`config.mk`:
```
export PLATFORM = sky130hd
export DESIGN_NAME = combinadic_unrank
export DESIGN_NICKNAME = d
export VERILOG_FILES = /design/src/hw/rtl/cu_pkg.sv /design/src/hw/rtl/cu_mult.sv /design/src/hw/rtl/combinadic_unrank.sv
export VERILOG_INCLUDE_DIRS = /design/src /design/src/hw/rtl
export SDC_FILE = /design/constraint.sdc
export NUM_CORES = 2
export LEC_CHECK = 0
export BUFFER_PORTS_ARGS = -buffer_cell sky130_fd_sc_hd__buf_2
export CORE_ASPECT_RATIO = 0.8
export CORE_MARGIN = 4
export CORE_UTILIZATION = 55
export DETAILED_ROUTE_END_ITERATION = 6
export GPL_ROUTABILITY_DRIVEN = 1
export PLACE_DENSITY = 0.71
export SLEW_MARGIN = 25
export SYNTH_ARGS = -nofsm -noshare
export SYNTH_HDL_FRONTEND = slang
export SYNTH_HIERARCHICAL = 1
export SYNTH_SLANG_ARGS = --single-unit
export TNS_END_PERCENT = 100
```
`constraint.sdc`:
```
create_clock -name clk -period 17.21 [get_ports clk]
set_input_delay 0.8605 -clock clk [delete_from_list [all_inputs] [get_ports clk]]
set_output_delay 0.8605 -clock clk [all_outputs]
set_load 0.02 [all_outputs]
```
`src/hw/rtl/combinadic_unrank_macros.svh`:
```
// Assertion macros used by combinadic_unrank.sv.
`ifndef COMBINADIC_UNRANK_MACROS_SVH
`define COMBINADIC_UNRANK_MACROS_SVH

`ifndef NO_ASSERTIONS

// Same-cycle implication, checked on every rising edge out of reset
`define CU_ASSERT_IMPL(label, clk, rst_n, ante, cons) \
  label: assert property (@(posedge clk) disable iff (!rst_n) (ante) |-> (cons)) \
    else $error("combinadic_unrank: same-cycle check failed");

// Next-cycle implication
`define CU_ASSERT_NEXT(label, clk, rst_n, ante, cons) \
  label: assert property (@(posedge clk) disable iff (!rst_n) (ante) |=> (cons)) \
    else $error("combinadic_unrank: next-cycle check failed");

`else

`define CU_ASSERT_IMPL(label, clk, rst_n, ante, cons)
`define CU_ASSERT_NEXT(label, clk, rst_n, ante, cons)

`endif

`endif

```
`src/hw/rtl/cu_pkg.sv`:
```
`timescale 1ns / 1ps

package cu_pkg;

  // Field widths
  localparam int RANK_W = 31;
  localparam int POS_W  = 4;

  // Element search width: C(65537,2) already exceeds any 31-bit rank
  localparam int SEARCH_W = 17;

  // Shared multiplier operand width
  localparam int MUL_W = 32;

  // rank * k for k up to the largest tuple length
  localparam int LIM_W = RANK_W + POS_W;

  localparam int MAX_TUPLE_DEF = 8;

  // Exact division by k: k = 2^s * m, m odd; divide = shift by s, then
  // multiply by the inverse of m modulo 2^32 (valid while the quotient fits).
  function automatic logic [1:0] exact_shift(input logic [POS_W-1:0] k);
    logic [1:0] s;
    unique case (k)
      4'd2, 4'd6, 4'd10: s = 2'd1;
      4'd4, 4'd12:       s = 2'd2;
      4'd8:              s = 2'd3;
      default:           s = 2'd0;
    endcase
    return s;
  endfunction

  function automatic logic [MUL_W-1:0] odd_inverse(input logic [POS_W-1:0] k);
    logic [MUL_W-1:0] inv;
    unique case (k)
      4'd3, 4'd6, 4'd12: inv = 32'hAAAA_AAAB;
      4'd5, 4'd10:       inv = 32'hCCCC_CCCD;
      4'd7:              inv = 32'hB6DB_6DB7;
      4'd9:              inv = 32'h38E3_8E39;
      4'd11:             inv = 32'hBA2E_8BA3;
      default:           inv = 32'h0000_0001;
    endcase
    return inv;
  endfunction

endpackage

```
`src/hw/rtl/cu_mult.sv`:
```
`timescale 1ns / 1ps

module cu_mult (
  input  logic                         clk,
  input  logic [cu_pkg::MUL_W-1:0]     a_i,
  input  logic [cu_pkg::MUL_W-1:0]     b_i,
  output logic [2*cu_pkg::MUL_W-1:0]   p_o
);
  import cu_pkg::*;

  logic [2*MUL_W-1:0] prod_r;
  logic [2*MUL_W-1:0] prod_nxt;

  // Full product of the two operands
  assign prod_nxt = {{MUL_W{1'b0}}, a_i} * {{MUL_W{1'b0}}, b_i};

  // Register the product
  always_ff @(posedge clk) begin
    prod_r <= prod_nxt;
  end

  assign p_o = prod_r;

endmodule

```
`src/hw/rtl/combinadic_unrank.sv`:
```
`timescale 1ns / 1ps

// Combinadic unranking. A rank word is taken when start is high and busy is
// low; the block then emits one result word per position, from the tuple
// length down to 1, each on out_* for exactly one cycle with out_valid high.
// The receiver cannot stall: every strobed word must be captured. Position 1
// passes through the setup and emit states only. A position i >= 2
// binary-searches a 17-bit element: each probe builds the binomial one
// factor at a time through the single registered 32x32 multiplier, with a
// multiply, divide and check state per factor, and gives up early once the
// partial binomial passes the remaining rank. A tuple length of zero emits
// nothing; lengths above MAX_TUPLE saturate. tuple_len must be written
// through cfg_* while busy is low; the block itself does not enforce this.
module combinadic_unrank #(
  parameter int MAX_TUPLE = cu_pkg::MAX_TUPLE_DEF
) (
  input  logic                        clk,
  input  logic                        rst_n,
  // rank input
  input  logic                        start,
  output logic                        busy,
  input  logic [cu_pkg::RANK_W-1:0]   in_rank,
  // result output
  output logic                        out_valid,
  output logic [cu_pkg::POS_W-1:0]    out_position,
  output logic [cu_pkg::RANK_W-1:0]   out_element,
  output logic                        out_last,
  // configuration
  input  logic                        cfg_valid,
  output logic                        cfg_ready,
  input  logic [cu_pkg::POS_W-1:0]    cfg_tuple_len
);
  import cu_pkg::*;

  `include "combinadic_unrank_macros.svh"

  typedef enum logic [6:0] {
    ST_IDLE  = 7'b0000001,
    ST_SETUP = 7'b0000010,
    ST_PROBE = 7'b0000100,
    ST_MUL   = 7'b0001000,
    ST_DIV   = 7'b0010000,
    ST_CHK   = 7'b0100000,
    ST_EMIT  = 7'b1000000
  } state_t;

  // control state
  state_t              state_r, state_nxt;
  logic [POS_W-1:0]    len_r, len_nxt;
  logic [POS_W-1:0]    pos_r, pos_nxt;

  // datapath
  logic [RANK_W-1:0]   rem_r, rem_nxt;
  logic [SEARCH_W-1:0] c_r, c_nxt;
  logic [SEARCH_W-1:0] trial_r, trial_nxt;
  logic [SEARCH_W-1:0] base_r, base_nxt;
  logic [SEARCH_W-1:0] mask_r, mask_nxt;
  logic [RANK_W-1:0]   v_r, v_nxt;
  logic [POS_W-1:0]    k_r, k_nxt;
  logic [LIM_W-1:0]    lim_r, lim_nxt;
  logic                over_r, over_nxt;
  logic [RANK_W-1:0]   best_r, best_nxt;
  logic [RANK_W-1:0]   elem_r, elem_nxt;

  // shared multiplier
  logic [MUL_W-1:0]    mul_a;
  logic [MUL_W-1:0]    mul_b;
  logic [2*MUL_W-1:0]  mul_p;

  logic [SEARCH_W-1:0] trial;
  logic [2*MUL_W-1:0]  shifted;

  cu_mult u_mult (
    .clk (clk),
    .a_i (mul_a),
    .b_i (mul_b),
    .p_o (mul_p)
  );

  assign trial   = c_r | mask_r;
  assign shifted = mul_p >> exact_shift(k_r);

  // Sequencer and datapath next state
  always_comb begin
    state_nxt = state_r;
    len_nxt   = len_r;
    pos_nxt   = pos_r;
    rem_nxt   = rem_r;
    c_nxt     = c_r;
    trial_nxt = trial_r;
    base_nxt  = base_r;
    mask_nxt  = mask_r;
    v_nxt     = v_r;
    k_nxt     = k_r;
    lim_nxt   = lim_r;
    over_nxt  = over_r;
    best_nxt  = best_r;
    elem_nxt  = elem_r;
    mul_a     = MUL_W'(v_r);
    mul_b     = MUL_W'(base_r + SEARCH_W'(k_r));

    // take a new tuple length
    if (cfg_valid) begin
      len_nxt = cfg_tuple_len;
    end

    unique case (state_r)
      ST_IDLE: begin
        if (start && len_r != '0) begin
          pos_nxt   = (len_r > POS_W'(MAX_TUPLE)) ? POS_W'(MAX_TUPLE) : len_r;
          rem_nxt   = in_rank;
          state_nxt = ST_SETUP;
        end
      end
      ST_SETUP: begin
        // position 1: the element is the remaining rank itself
        if (pos_r == POS_W'(1)) begin
          elem_nxt  = rem_r;
          best_nxt  = rem_r;
          state_nxt = ST_EMIT;
        end else begin
          c_nxt     = '0;
          best_nxt  = '0;
          mask_nxt  = {1'b1, {(SEARCH_W-1){1'b0}}};
          state_nxt = ST_PROBE;
        end
      end
      ST_PROBE: begin
        if (mask_r == '0) begin
          elem_nxt  = RANK_W'(c_r);
          state_nxt = ST_EMIT;
        end else if (trial < SEARCH_W'(pos_r)) begin
          // binomial is zero below the position: always fits
          c_nxt    = trial;
          best_nxt = '0;
          mask_nxt = mask_r >> 1;
        end else begin
          trial_nxt = trial;
          base_nxt  = trial - SEARCH_W'(pos_r);
          v_nxt     = RANK_W'(1);
          k_nxt     = POS_W'(1);
          lim_nxt   = LIM_W'(rem_r);
          state_nxt = ST_MUL;
        end
      end
      ST_MUL: begin
        // partial binomial times the next factor
        mul_a     = MUL_W'(v_r);
        mul_b     = MUL_W'(base_r + SEARCH_W'(k_r));
        state_nxt = ST_DIV;
      end
      ST_DIV: begin
        // exact divide by k; flag a product past rem * k
        mul_a     = shifted[MUL_W-1:0];
        mul_b     = odd_inverse(k_r);
        over_nxt  = mul_p > (2*MUL_W)'(lim_r);
        state_nxt = ST_CHK;
      end
      ST_CHK: begin
        if (over_r) begin
          // drop this probe bit
          mask_nxt  = mask_r >> 1;
          state_nxt = ST_PROBE;
        end else if (k_r == pos_r) begin
          c_nxt     = trial_r;
          best_nxt  = mul_p[RANK_W-1:0];
          mask_nxt  = mask_r >> 1;
          state_nxt = ST_PROBE;
        end else begin
          v_nxt     = mul_p[RANK_W-1:0];
          k_nxt     = k_r + POS_W'(1);
          lim_nxt   = lim_r + LIM_W'(rem_r);
          state_nxt = ST_MUL;
        end
      end
      ST_EMIT: begin
        // subtract the binomial and advance to the next position
        rem_nxt   = rem_r - best_r;
        pos_nxt   = pos_r - POS_W'(1);
        state_nxt = (pos_r == POS_W'(1)) ? ST_IDLE : ST_SETUP;
      end
      default: begin
        state_nxt = ST_IDLE;
      end
    endcase
  end

  // Control registers
  always_ff @(posedge clk) begin
    if (!rst_n) begin
      state_r <= ST_IDLE;
      len_r   <= POS_W'(2);
      pos_r   <= '0;
    end else begin
      state_r <= state_nxt;
      len_r   <= len_nxt;
      pos_r   <= pos_nxt;
    end
  end

  // Datapath registers
  always_ff @(posedge clk) begin
    rem_r   <= rem_nxt;
    c_r     <= c_nxt;
    trial_r <= trial_nxt;
    base_r  <= base_nxt;
    mask_r  <= mask_nxt;
    v_r     <= v_nxt;
    k_r     <= k_nxt;
    lim_r   <= lim_nxt;
    over_r  <= over_nxt;
    best_r  <= best_nxt;
    elem_r  <= elem_nxt;
  end

  assign busy         = (state_r != ST_IDLE);
  assign cfg_ready    = 1'b1;
  assign out_valid    = (state_r == ST_EMIT);
  assign out_position = pos_r;
  assign out_element  = elem_r;
  assign out_last     = (pos_r == POS_W'(1));

  // Checks
  `CU_ASSERT_IMPL(a_emit_pos, clk, rst_n, out_valid,
                  out_position != '0 && out_position <= POS_W'(MAX_TUPLE))
  `CU_ASSERT_NEXT(a_last_idle, clk, rst_n, out_valid && out_last, !busy)
  `CU_ASSERT_NEXT(a_start_busy, clk, rst_n, start && !busy && len_r != '0, busy)
  `CU_ASSERT_IMPL(a_factor_range, clk, rst_n,
                  state_r == ST_MUL || state_r == ST_DIV || state_r == ST_CHK,
                  k_r != '0 && k_r <= pos_r && pos_r > POS_W'(1))
  `CU_ASSERT_NEXT(a_emit_step, clk, rst_n, out_valid && !out_last,
                  pos_r == $past(pos_r) - POS_W'(1))

endmodule
```
== Word-level counts from Yosys, hierarchy flattened ==
Memory sizes are Yosys's and may differ from the RTL's. A register that Yosys moved wholly into a read port is not among the register bits.
Cells that the tools add are included.
Cells by class
  $lt $le $gt $ge: 3
  add/sub/neg operators: 6
  reductions and logical operators: 17
  $mul: 1
  equal/unequal tests: 28
  multiplexer cells: 53
  bitwise logic cells: 3
  div/mod/pow operators: 0
  shifts and indexed selects: 1
Operators with widths (number)
  two-way mux 31 bit: 12
  case mux 31 bit (2 select lines): 3
  two-way mux 17 bit: 10
  two-way mux 35 bit: 4
  case mux 17 bit (3 select lines): 2
  case mux 31 bit (3 select lines): 1
  case mux 35 bit (2 select lines): 1
  greater-than comparator 64 x 35 -> 1 bit: 1
  multiplier 32 x 32 -> 64 bit: 1
  two-way mux 32 bit: 2
  >> shifter 64 x 2 -> 32 bit: 1
  case mux 7 bit (7 select lines): 1
  two-way mux 4 bit: 9
  adder 35 x 31 -> 35 bit: 1
  subtractor 31 bit: 1
  two-way mux 7 bit: 4
  inequality test 2 bit (second input constant): 10
  adder 17 x 4 -> 18 bit: 1
  zero test 17 bit: 1
  less-than comparator 17 x 4 -> 1 bit: 1
  bitwise OR 17 bit: 1
  subtractor 17 x 4 -> 17 bit: 1
  case mux 4 bit (2 select lines): 2
  AND reduction 5 bit: 3
  29 further kinds: 38
Word-level totals
  bits in registers: 311
  bits in read-only memories: 464
  bits of input ports: 39
  bits in latches: 0
  memory bits (writable): 0
  output and inout bits: 39
  memories kept: 1
Memories
  (name not given): words 16, width 29, rd ports 1, clocked after memory_dff 1, wr ports 0, line cu_pkg.sv:35  | unique case (k)

== Longest topological paths before layout ==
  depth after elaboration: 6
  gate-level depth with buffers: 39
  mapped depth without buffers: 37

== Modules after synthesis ==
The synthesis kept the hierarchy.
By module, submodules not included
  cu_mult: cells each 3788, area an instance 34752.1 um^2, instances 1
  combinadic_unrank: cells each 1762, area an instance 17179.0 um^2, instances 1

== Worst setup path after synthesis ==
OpenSTA, ideal clock, no wires.
  kind: register to register
  from: reg k_r[0]
  to: reg u_mult.prod_r[56], in the netlist u_mult/p_o[56]
  library setup time: 122 ps
  path buffers: 4
  data arrival time: 8803 ps
  clock period less this slack: 8924 ps
  cell stages (with the launch flop): 35
  slack: 8286 ps
  path through: edfxtp_1 clkbuf_2 inv_1 ha_1 o21ai_1 buf_2 mux4_2 nand2_1 nand2_1 clkbuf_1 and2_1 fa_1 fa_1 inv_1 fa_1 inv_1 fa_1 inv_1 fa_1 inv_1 fa_1 fa_1 inv_1 fa_1 inv_1 ha_1 clkbuf_1 nand2_1 nor2_1 nand2_1 nor4b_2 or4b_4 nand2_2 a21oi_2 o311a_1
Between the ends
  cells in the longest elaborated chain, start to end: 6
  elaborated cells between the ends (all ways): 14
  those cells by class: 1 x add/sub; 1 x mul; 6 x eq/ne; 1 x shift; 3 x mux; 2 x reduce/logical
Ends and longest elaborated chain
  from (decl): line combinadic_unrank.sv:59  | logic [POS_W-1:0] k_r, k_nxt;
  from (signal assigned): line combinadic_unrank.sv:209  | k_r <= k_nxt;
  equality test 4 x 2 -> 1 bit (tied with other cells): line cu_pkg.sv:24  | unique case (k)
  OR reduction 3 bit or OR reduction 2 bit (tied branches): line cu_pkg.sv:24
  case mux 2 bit (3 select lines) *: line cu_pkg.sv:24
  >> shifter 64 x 2 -> 32 bit *: line combinadic_unrank.sv:81  | assign shifted = mul_p >> exact_shift(k_r);
  two-way mux 32 bit *: line combinadic_unrank.sv:107  | unique case (state_r)
  via mul_a[26]: line combinadic_unrank.sv:66  | logic [MUL_W-1:0] mul_a;
  multiplier 32 x 32 -> 64 bit *: line cu_mult.sv:15  | assign prod_nxt = {{MUL_W{1'b0}}, a_i} * {{MUL_W{1'b0}}, b_i};
  via u_mult.prod_nxt[56]: line cu_mult.sv:12  | logic [2*MUL_W-1:0] prod_nxt;
  to (signal assigned): line cu_mult.sv:19  | prod_r <= prod_nxt;
  to (decl): line cu_mult.sv:11  | logic [2*MUL_W-1:0] prod_r;
Mark *: on every way through the listed nets, which the timed path passes. The rest lies on a longest branch.
A chain may end at the register's enable or synchronous reset.

== Final worst setup path ==
  from: reg k_r[1]
  to: reg u_mult.prod_r[56], in the netlist u_mult/p_o[56]
The elaborated chain is that of the path after synthesis.

==> key figures <==
Run status
  • Outcome: complete, no violations

Layout
  • Area grow syn2layout: 5.262%
  • Most frequent cells in the layout: inv_1, fa_1, nand2_1
  • Post-route design area: 0.05466 mm^2
  • Core Util, Final: 0.5856
  • Most common cell after layout, fill and taps aside: inv_1
  • Layout Nets: 6764
  • Layout cells sized above 1: 0.05644

Synth
  • Post-Syn Area: 0.05193 mm^2
  • YS warnings: 6
  • Synth area leaders: fa_1, edfxtp_1, ha_1
  • Register area share after synthesis: 0.1712
  • Post-synth EDFFs: 232
  • Register bit total from synthesis: 328
  • Post-Synthesis Cells: 5550
  • Yosys top cell area share: 0.3469
  • Syn avg cell area: 9.357 um^2
  • Area leader, netlist: fa_1
  • Post-synthesis cell type count: 98
  • Top FF cell, synth: edfxtp_1
  • Synth async-reset ratio: 0

Clocking
  • CTS-repair resized insts: 0
  • Post-CTS setup buffer count: 0
  • Clock Tree Buf Depth: 3
  • TritonCTS clock tree: yes
  • Clk Latency, worst-skew pair: 0.56 ns
  • Hold buffers post-CTS: 0
  • Clk root buf: clkbuf_16
  • Clock slew seen by the registers of the worst setup and hold paths: 0.06 ns
  • Clk sinks: 328
  • H-tree depth: 2
  • Num CTS Buffers: 36

Global route
  • Global route overflow: 0
  • First-pass GRT wire length: 228000 um
  • Antenna violations before repair: 10
  • Largest net degree at the start of global routing: 81
  • Number of global-route vias before repair: 40.16k
  • Global-route usage over all layers: 0.2937

Placed design
  • HPWL Detailed: 108300 um
  • Dpl ws: 7.143 ns
  • Area after DPL: 0.05340 mm^2
  • Routability cong.: 0.9593
  • I/O Buffers: 76

Power
  • Pwr Density: 38.71 mW/mm^2
  • Worst vdd rail ir drop: 63.50 uV
  • LEAKAGE: 26.11 nW
  • Total power: 2.116 mW

Floorplan
  • Cell Rows: 100
  • Chip Width: 351.5 um
  • Die Area: 0.09943 mm^2
  • Core area: 0.09334 mm^2
  • Num ports: 78
  • Initial Util: 0.5564
  • Die Height: 282.8 um

Setup path
  • Launch point of the worst path: k_r[1]
  • Worst setup EP type: register
  • Required @ worst endpoint: 17.64 ns
  • RR Startpoint: k_r[1]
  • Startpoint class of the critical path: register
  • Setup CP Type: register to register
  • Max FO, Critical Path: 34
  • Crit-path max cell delay: 0.67 ns
  • CP max-delay cell: fa_1
  • CP most frequent cell: fa_1
  • Arrival time at the worst endpoint: 10.70 ns

STA
  • Clock Skews: 0.03765 ns
  • Final min period: 10.27 ns
  • Final TNS setup: 0 ns
  • # setup viols final: 0
  • Setup ws final: 6.940 ns
  • Fmax: 97.37 MHz
  • Final Hold Violating Endpoints: 0
  • RSZ-0062 raised after global routing: false
  • Worst Tran Pin Value: 1.104 ns
  • Max Slew Vio Count: 0
  • Normalized max-slew margin: 0.2622
  • Final Cycle Share: 0.5968

Routing
  • Drt pass-1 iters: 7
  • WL/cell: 21.15 um
  • Via count: 38.31k
  • Number of vias per cell: 5.714
  • Initial DRC Count: 3469
  • Post-route antenna net violation count: 0
  • Post-route DRC: 0
  • Final WL: 141800 um

Flow run
  • Max Cap Violations: 0

Worst hold path
  • Hold Path Class: register to register
  • Min-delay src: trial_r[10]
layer usage:
layer	wire [um]	vias to the layer above	global-route usage	share of wire
met5	0	-	0	0
met4	2997	0	0.06017	0.021
met3	13990	188	0.06818	0.099
met2	61990	1629	0.4479	0.44
met1	62840	19370	0.4333	0.44
li1	-	17120	-	-
worst paths after layout:
check | to | slack (ns) | cells past startpoint
worst max-delay path | u_mult/p_o[56] | 6.94 | 30
worst min-delay path | c_r[10] | 0.53 | 2
worst max register to register | u_mult/p_o[56] | 6.94 | 30
worst min register to register | c_r[10] | 0.53 | 2
through the flow:
stage,cells,hold slack (ns)
final,6705,0.5273
after global routing,6699,0.5203
after CTS,6698,0.5117
after detailed placement,6633,0.5129
after global placement,6633,0.4878
after floorplan,5554,0.4575
sequential cells by signal (all words and copies together), names as in the netlist, named ones only:
name	count
u_mult/p_o	64
lim_r	35
best_r	31
out_element	31
rem_r	31
v_r	31
base_r	17
c_r	17
mask_r	17
trial_r	17
state_r	7
k_r	4
len_r	4
out_position	4
over_r	1
cells in the mapped netlist (7+ instances only):
cell type    n
o31ai_1     15
nand3_1     54
a211oi_1    18
nor4_1      24
dfxtp_1     96
nor3b_1      8
nand4_1     41
nand2b_1    16
xnor2_1     87
clkbuf_1   262
a31oi_1     13
a21boi_0    11
nand3b_1     8
ha_1       377
a21o_1      94
mux2i_1     11
or3_1       11
and3_1      12
nor2_1     125
fa_1       900
nor2b_1     33
o211ai_1    17
or2_2       18
inv_1      985
nor3_1      32
and2_1     688
o21ai_0    168
mux4_2      28
o21a_1      23
xor2_1      50
nand2_1    776
mux2_2       7
o21bai_1    13
a21oi_1    162
edfxtp_1   232
critical path: cells and delay by family, from the launching register on:
kind | cells | cell delay (ns)
buffers and inverters | 4 | 0.70
muxes | 1 | 0.39
AOI/OAI and AO/OA | 5 | 0.78
DFF | 1 | 0.51
adders and majority gates | 10 | 4.82
and+or+nand+nor | 10 | 2.91
cells by family (layout without fill, tap and decap cells):
kind of cell               Yosys count  after routing  synth area share
AOI/OAI and AO/OA                  617            617           0.07590
xor gates and xnor gates           137            137           0.02311
adders and majority gates         1277           1277            0.4378
buffers and inverters             1265           1186           0.09235
DFF                                328            328            0.1712
muxes                               48             48           0.01665
other                                2             12         0.0001446
and+or+nand+nor                   1876           1876            0.1829
power by group:
part / internal [mW] / switching (mW) / leakage (nW)
Combinational: 0.154 / 0.160 / 22.5
Sequential: 0.908 / 0.0886 / 2.99
Clock: 0.462 / 0.344 / 0.593
layout make-up:
class | instances | area (um^2)
fill | 8197 | 38680
multi-input combinational | 3961 | 38460
sequential | 328 | 8889
inverter | 985 | 3697
tap | 1224 | 1531
clock buffer | 50 | 1046
timing repair buffer | 136 | 854.6
clock inverter | 15 | 172.7
antenna | 6 | 15.01
Note: power is estimated with default switching activity, not from simulation.
